[config.mk]
export PLATFORM = sky130hd
export DESIGN_NAME = pfr_angle_scale
export DESIGN_NICKNAME = d
export VERILOG_FILES = /design/src/design/pfr_pkg.sv /design/src/design/pfr_angle_scale.sv
export SDC_FILE = /design/constraint.sdc
export NUM_CORES = 2
export LEC_CHECK = 0
export BUFFER_PORTS_ARGS = -buffer_cell sky130_fd_sc_hd__buf_2
export CORE_MARGIN = 2
export CORE_UTILIZATION = 45
export CTS_CLUSTER_SIZE = 8
export DETAILED_ROUTE_END_ITERATION = 6
export GPL_TIMING_DRIVEN = 0
export MAX_ROUTING_LAYER = met4
export PLACE_DENSITY_LB_ADDON = 0.08
export SYNTH_ARGS = -nofsm -noshare
export SYNTH_HDL_FRONTEND = slang
export SYNTH_SLANG_ARGS = --single-unit
export TNS_END_PERCENT = 1
[constraint.sdc]
create_clock -name clock -period 9.3 [get_ports clock]
set_input_delay 0.93 -clock clock [delete_from_list [all_inputs] [get_ports clock]]
set_output_delay 0.93 -clock clock [all_outputs]
set_load 0.02 [all_outputs]
[src/design/pfr_pkg.sv]
// Shared constants and types for the pose frame receiver.
// No dependencies; imported by every module of the block.
package pfr_pkg;

   localparam int PAYLOAD_BYTES = 24;
   localparam int WORD_BITS     = 32;
   localparam int WORD_COUNT    = 6;
   localparam int ANGLE_COUNT   = 3;
   localparam int RSP_BITS      = WORD_COUNT * WORD_BITS;

   // Register indexes on the configuration port
   localparam logic [1:0] CSR_HEADER_FIRST  = 2'd0;
   localparam logic [1:0] CSR_HEADER_SECOND = 2'd1;
   localparam logic [1:0] CSR_TAIL_FIRST    = 2'd2;
   localparam logic [1:0] CSR_TAIL_SECOND   = 2'd3;

   localparam logic [7:0] RST_HEADER_FIRST  = 8'd13;
   localparam logic [7:0] RST_HEADER_SECOND = 8'd10;
   localparam logic [7:0] RST_TAIL_FIRST    = 8'd10;
   localparam logic [7:0] RST_TAIL_SECOND   = 8'd13;

   // 0.01745 as a double: 53-bit significand, value = SCALE_MANT * 2^-58
   localparam logic [52:0] SCALE_MANT = 53'h11DE69AD42C3CA;
   localparam logic [31:0] SCALE_LO   = SCALE_MANT[31:0];
   localparam logic [20:0] SCALE_HI   = SCALE_MANT[52:32];

   // Frame parser phases
   typedef enum logic [4:0] {
      PH_HUNT  = 5'b00001,
      PH_HEAD2 = 5'b00010,
      PH_DATA  = 5'b00100,
      PH_TAIL1 = 5'b01000,
      PH_TAIL2 = 5'b10000
   } phase_type;

endpackage

[src/design/pfr_angle_scale.sv]
// Four-stage single-precision multiply by 0.01745, product rounded to double
// and then to single (nearest, ties to even). Uses pfr_pkg.
module pfr_angle_scale
   import pfr_pkg::*;
(
   input  logic        clock,
   input  logic [31:0] word_in,
   output logic [31:0] word_out
);

   // Stage 1: unpack, normalize subnormals, flag special values
   logic              s1_sign_ff, s1_sign_in;
   logic              s1_spec_ff, s1_spec_in;
   logic [31:0]       s1_sval_ff, s1_sval_in;
   logic [23:0]       s1_mant_ff, s1_mant_in;
   logic signed [9:0] s1_exp_ff, s1_exp_in;

   always_comb begin
      logic [7:0]  e;
      logic [22:0] f;
      logic [4:0]  pos;
      logic [4:0]  sh;
      e   = word_in[30:23];
      f   = word_in[22:0];
      pos = 5'd0;
      for (int i = 0; i < 23; i++) begin
         if (f[i]) begin
            pos = 5'(i);
         end
      end
      sh = 5'd23 - pos;
      s1_sign_in = word_in[31];
      s1_spec_in = (e == 8'hFF) || (word_in[30:0] == 31'd0);
      if (e == 8'hFF && f != 23'd0) begin
         s1_sval_in = word_in | 32'h0040_0000;
      end else begin
         s1_sval_in = word_in;
      end
      if (e != 8'd0) begin
         s1_mant_in = {1'b1, f};
         s1_exp_in  = $signed({2'b00, e}) - 10'sd127;
      end else begin
         s1_mant_in = {1'b0, f} << sh;
         s1_exp_in  = -10'sd126 - $signed({5'd0, sh});
      end
   end

   // Stage 2: two partial products of the significand
   logic              s2_sign_ff, s2_spec_ff;
   logic [31:0]       s2_sval_ff;
   logic signed [9:0] s2_exp_ff;
   logic [55:0]       s2_plo_ff, s2_plo_in;
   logic [44:0]       s2_phi_ff, s2_phi_in;

   assign s2_plo_in = 56'(s1_mant_ff) * 56'(SCALE_LO);
   assign s2_phi_in = 45'(s1_mant_ff) * 45'(SCALE_HI);

   // Stage 3: full 77-bit product
   logic              s3_sign_ff, s3_spec_ff;
   logic [31:0]       s3_sval_ff;
   logic signed [9:0] s3_exp_ff;
   logic [76:0]       s3_prod_ff, s3_prod_in;

   assign s3_prod_in = {s2_phi_ff, 32'd0} + 77'(s2_plo_ff);

   // Stage 4: round the product to a double significand
   logic              s4_sign_ff, s4_spec_ff;
   logic [31:0]       s4_sval_ff;
   logic signed [9:0] s4_exp_ff, s4_exp_in;
   logic [52:0]       s4_mant_ff, s4_mant_in;

   always_comb begin
      logic [76:0] pn;
      logic [53:0] dm;
      logic        inc;
      pn  = s3_prod_ff[76] ? s3_prod_ff : {s3_prod_ff[75:0], 1'b0};
      inc = pn[23] & ((|pn[22:0]) | pn[24]);
      dm  = {1'b0, pn[76:24]} + 54'(inc);
      s4_exp_in = s3_exp_ff - 10'sd6 + (s3_prod_ff[76] ? 10'sd1 : 10'sd0);
      if (dm[53]) begin
         s4_mant_in = dm[53:1];
         s4_exp_in  = s4_exp_in + 10'sd1;
      end else begin
         s4_mant_in = dm[52:0];
      end
   end

   // Advance the stages every cycle
   always_ff @(posedge clock) begin
      s1_sign_ff <= s1_sign_in;
      s1_spec_ff <= s1_spec_in;
      s1_sval_ff <= s1_sval_in;
      s1_mant_ff <= s1_mant_in;
      s1_exp_ff  <= s1_exp_in;
      s2_sign_ff <= s1_sign_ff;
      s2_spec_ff <= s1_spec_ff;
      s2_sval_ff <= s1_sval_ff;
      s2_exp_ff  <= s1_exp_ff;
      s2_plo_ff  <= s2_plo_in;
      s2_phi_ff  <= s2_phi_in;
      s3_sign_ff <= s2_sign_ff;
      s3_spec_ff <= s2_spec_ff;
      s3_sval_ff <= s2_sval_ff;
      s3_exp_ff  <= s2_exp_ff;
      s3_prod_ff <= s3_prod_in;
      s4_sign_ff <= s3_sign_ff;
      s4_spec_ff <= s3_spec_ff;
      s4_sval_ff <= s3_sval_ff;
      s4_exp_ff  <= s4_exp_in;
      s4_mant_ff <= s4_mant_in;
   end

   // Round the double to single; a carry out of the fraction bumps the exponent
   always_comb begin
      logic [30:0]       fld;
      logic              guard, sticky, inc;
      logic [116:0]      ext;
      logic signed [9:0] r;
      logic signed [9:0] be;
      be  = s4_exp_ff + 10'sd127;
      r   = -s4_exp_ff - 10'sd97;
      ext = {s4_mant_ff, 64'd0} >> r[5:0];
      if (s4_exp_ff >= -10'sd126) begin
         fld    = {be[7:0], s4_mant_ff[51:29]};
         guard  = s4_mant_ff[28];
         sticky = |s4_mant_ff[27:0];
      end else begin
         fld    = {8'd0, ext[86:64]};
         guard  = ext[63];
         sticky = |ext[62:0];
      end
      inc = guard & (sticky | fld[0]);
      if (s4_spec_ff) begin
         word_out = s4_sval_ff;
      end else begin
         word_out = {s4_sign_ff, fld + 31'(inc)};
      end
   end

endmodule

==> flow_summary.html <==
<table>
<tr><th>Metric</th><th>Value</th></tr>
<tr><th colspan="2">Status</th></tr>
<tr><td>Result of the run</td><td>complete, no violations</td></tr>
<tr><th colspan="2">Global routing</th></tr>
<tr><td>Total GRT Usage</td><td>30.43%</td></tr>
<tr><td>First-pass GRT wire length</td><td>about 210 mm</td></tr>
<tr><td>Initial antenna violation count</td><td>4</td></tr>
<tr><td>Total grt overflow</td><td>0</td></tr>
<tr><td>Maximum number of pins on one net before global-route repair</td><td>20</td></tr>
<tr><td>Number of global-route vias before repair</td><td>around 33000</td></tr>
<tr><th colspan="2">Layout</th></tr>
<tr><td>Fill cell count</td><td>around 8800</td></tr>
<tr><td>Number of nets in the layout</td><td>5468</td></tr>
<tr><td>Share of layout cells above drive strength 1</td><td>under 10%</td></tr>
<tr><td>Top library cells by usage in the layout, fill and taps aside</td><td>inv_1 (776), ha_1 (528), fa_1 (447)</td></tr>
<tr><td>Ant diodes</td><td>0</td></tr>
<tr><td>Most frequent standard cell in the layout excluding fill and tap cells</td><td>inv_1</td></tr>
<tr><td>Area added between synthesis and finish</td><td>8.439%</td></tr>
<tr><th colspan="2">Synth</th></tr>
<tr><td>Synthesized area divided by synthesized cell count</td><td>a little under 10 um^2</td></tr>
<tr><td>Nets in the synthesized netlist</td><td>5343</td></tr>
<tr><td>Sequential share of the synthesized area</td><td>20.15%</td></tr>
<tr><td>Share of synthesized flip-flops with an asynchronous set or reset</td><td>0%</td></tr>
<tr><td>Largest cells by area after synthesis</td><td>fa_1 (21%), dfxtp_1 (20%), ha_1 (16%), inv_1 (7.0%), mux2i_1 (3.6%)</td></tr>
<tr><td>Share of Yosys cell area claimed by the top area cell type</td><td>a little over a fifth</td></tr>
<tr><td>Number of distinct library cells after synthesis</td><td>just under 100</td></tr>
<tr><td>Count of mapped cells out of synthesis</td><td>roughly 4300</td></tr>
<tr><td>Warning count from the yosys run</td><td>0</td></tr>
<tr><td>Flip-flop and latch count after synthesis</td><td>420</td></tr>
<tr><td>Dominant synthesized flop cell</td><td>dfxtp_1</td></tr>
<tr><td>Synthesized area</td><td>about 42000 um^2</td></tr>
<tr><td>Largest area contributor in the synthesized netlist</td><td>fa_1</td></tr>
<tr><td>Number of synthesized flops with an enable pin</td><td>0</td></tr>
<tr><th colspan="2">Clock network</th></tr>
<tr><td>Total number of clock tree sinks</td><td>420</td></tr>
<tr><td>Clock-pin slew reported for the worst setup and hold paths after clock tree synthesis</td><td>approximately 0.050 ns</td></tr>
<tr><td>Max clock buf depth</td><td>3</td></tr>
<tr><td>Buffers inserted during post-CTS setup optimization</td><td>0</td></tr>
<tr><td>Clock tree from TritonCTS</td><td>built</td></tr>
<tr><td>Hold bufs inserted after CTS</td><td>0</td></tr>
<tr><td>Total clock buffers created by CTS</td><td>59</td></tr>
<tr><td>H-tree levels</td><td>2</td></tr>
<tr><td>Skew-Pair Late Insertion Delay</td><td>~0.62 ns</td></tr>
<tr><td>Cells resized by post-CTS repair</td><td>0</td></tr>
<tr><td>Library cell used as clock root buffer</td><td>clkbuf_16</td></tr>
<tr><th colspan="2">Setup path</th></tr>
<tr><td>Type of destination of the critical path</td><td>flop</td></tr>
<tr><td>Critical path fanouts, max</td><td>10</td></tr>
<tr><td>Startpoint of the worst-slack reg-to-reg timing path</td><td>s3_prod_ff[76]</td></tr>
<tr><td>Crit. Startpoint</td><td>s3_prod_ff[76]</td></tr>
<tr><td>Capture point of the worst path</td><td>s4_mant_ff[47]</td></tr>
<tr><td>Kind of start point of the critical path</td><td>flop</td></tr>
<tr><td>Worst r2r dst</td><td>s4_mant_ff[47]</td></tr>
<tr><td>Arrival @ worst endpoint</td><td>9.24 ns</td></tr>
<tr><td>Required time worst endpoint</td><td>9.76 ns</td></tr>
<tr><td>Slack of the worst reg-to-reg path</td><td>0.52 ns</td></tr>
<tr><td>Critical path start-end classification</td><td>reg2reg</td></tr>
<tr><td>Length in cells of the worst reg-to-reg path</td><td>20</td></tr>
<tr><th colspan="2">Routing</th></tr>
<tr><td>Via-per-instance ratio</td><td>5.493</td></tr>
<tr><td>Total routed wirelength</td><td>138.6 mm</td></tr>
<tr><td>Total number of vias</td><td>31370</td></tr>
<tr><td>DRC viols</td><td>0</td></tr>
<tr><td>Avg WL per Cell</td><td>24.28 um</td></tr>
<tr><td>Pre-Repair DR Iteration Count</td><td>6</td></tr>
<tr><td>Number of DRC markers in iteration 0</td><td>around 2200</td></tr>
<tr><td>Post-DRT Antenna Nets</td><td>0</td></tr>
<tr><th colspan="2">Die</th></tr>
<tr><td>Number of placement rows</td><td>111</td></tr>
<tr><td>Die boundary height</td><td>just over 300 um</td></tr>
<tr><td>Chip Width</td><td>between 300 and 400 um</td></tr>
<tr><td>Area of the die</td><td>about 95000 um^2</td></tr>
<tr><td>Core area</td><td>a little over 90000 um^2</td></tr>
<tr><td>Number of top-level design ports</td><td>65</td></tr>
<tr><td>Initial core utilization</td><td>between 40% and 50%</td></tr>
<tr><th colspan="2">Worst hold path</th></tr>
<tr><td>Type of the most critical hold path</td><td>reg2reg</td></tr>
<tr><th colspan="2">Job</th></tr>
<tr><td>Max-cap check violation count</td><td>0</td></tr>
<tr><th colspan="2">STA</th></tr>
<tr><td>Rel. slew slack</td><td>around 1.3%</td></tr>
<tr><td>Post-route setup TNS</td><td>0 ns</td></tr>
<tr><td>Setup clock skew after layout</td><td>about 0.035 ns</td></tr>
<tr><td>Final-report max-slew violation count</td><td>0</td></tr>
<tr><td>Number of setup violations in the final report</td><td>0</td></tr>
<tr><td>Least-Margin Pin Slew</td><td>~1.5 ns</td></tr>
<tr><td>Unrepaired setup endpoints after global routing</td><td>no</td></tr>
<tr><td>Shortest period the worst path allows</td><td>8.783 ns</td></tr>
<tr><td>Hold violation count in the final report</td><td>0</td></tr>
<tr><td>Final period utilization</td><td>between 90% and 100%</td></tr>
<tr><td>Final-layout worst hold slack</td><td>~0.31 ns</td></tr>
<tr><td>Timing-limited maximum frequency</td><td>roughly 110 MHz</td></tr>
<tr><th colspan="2">Place</th></tr>
<tr><td>Port Buf Inserts</td><td>63</td></tr>
<tr><td>DP HPWL</td><td>approximately 120 mm</td></tr>
<tr><td>Final estimated routing congestion in global placement</td><td>1.026</td></tr>
</table>
## cell families after synthesis
kind of cell / count (synthesis) / share of synthesized area [%]
AOI/OAI and AO/OA: 638 / 10.25
xor gates and xnor gates: 235 / 4.934
adders and majority gates: 975 / 37.29
buffers and inverters: 905 / 8.578
DFF: 420 / 20.15
muxes: 250 / 8.083
and+or+nand+nor: 912 / 10.71
## routing by layer
metal  vias up  part of all wire (%)  global-route usage, %
met5         -                     0                      -
met4         0                   5.4                  14.08
met3       310                   4.1                  2.584
met2       933                    50                  52.70
met1     15380                    41                  35.88
li1      14740                     -                      -
## cells in the mapped netlist (23+ instances only)
master / number
nor2b_1: 41
xnor2_1: 146
o21ai_0: 134
nand2_1: 262
nand3_1: 95
xor2_1: 89
mux2_2: 34
nand2b_1: 32
mux4_2: 66
and3_1: 28
ha_1: 528
inv_1: 776
and2_1: 25
nor2_1: 247
dfxtp_1: 420
clkbuf_1: 74
a21o_1: 57
mux2i_1: 149
fa_1: 447
a211oi_1: 34
nand4_1: 34
a21oi_1: 140
nor3_1: 43
nor4_1: 23
## worst max-delay path, stage by stage, from the launching register on
cell	delay (ns)
dfxtp_1	0.50
buf_2	0.29
buf_1	0.45
clkbuf_1	0.57
buf_1	0.77
clkbuf_1	0.74
clkbuf_1	0.53
nand2_1	0.08
a21boi_0	0.20
ha_1	0.21
nand2_1	0.08
or4_1	0.60
nor4_1	0.67
nand4_1	0.59
nor4b_2	0.70
nand4_1	0.25
xnor2_1	0.18
a21oi_1	0.18
nand2b_1	0.33
clkbuf_1	0.53
o211ai_1	0.16
## registers in the layout, summed over array words and instances (netlist names), 10 cells and up
register and count:
s3_sval_ff 31, s4_mant_ff 53, s1_mant_ff 24, s4_sval_ff 31, s2_plo_ff 53, s2_sval_ff 31
s4_exp_ff 10, s1_sval_ff 32, s2_phi_ff 45, s3_prod_ff 76
## worst min-delay path by stage
stage	cells after the start	slack, ns	end	start
2_1_floorplan	0	0.31	s2_exp_ff[0]	s1_exp_ff[0]
3_3_place_gp	0	0.31	s3_sign_ff	s2_sign_ff
3_5_place_dp	0	0.31	s2_spec_ff	s1_spec_ff
4_1_cts	0	0.30	s4_sval_ff[1]	s3_sval_ff[1]
5_1_grt	0	0.31	s4_sval_ff[1]	s3_sval_ff[1]
6_report	0	0.31	s4_sval_ff[1]	s3_sval_ff[1]
## stage by stage
step           cell area, um^2  setup slack (ns)  std cells  util [%]
2_1_floorplan            41720             2.638       4335         -
3_3_place_gp             43590            0.2763       5641     47.48
3_5_place_dp             43610            0.2830       5642     47.51
4_1_cts                  45240            0.2980       5710     49.28
5_1_grt                  45240          0.006634       5710     49.28
6_report                 45240            0.5172       5710     49.28
## area by class of cell
class | count | area, um^2 | area share [%]
plain buffers | 126 | 654.4 | 1.446
clock buffers | 63 | 1501 | 3.319
clock inverters | 5 | 125.1 | 0.2766
inverters | 779 | 2924 | 6.463
multi-input cells | 3010 | 29730 | 65.72
flip-flops and latches | 420 | 8412 | 18.59
well taps | 1243 | 1555 | 3.438
repair buffers | 64 | 335.3 | 0.7412
Power is left out: the tool's default activity adds up to more than one toggle a clock period on the data nets, which glitch-free logic cannot reach.
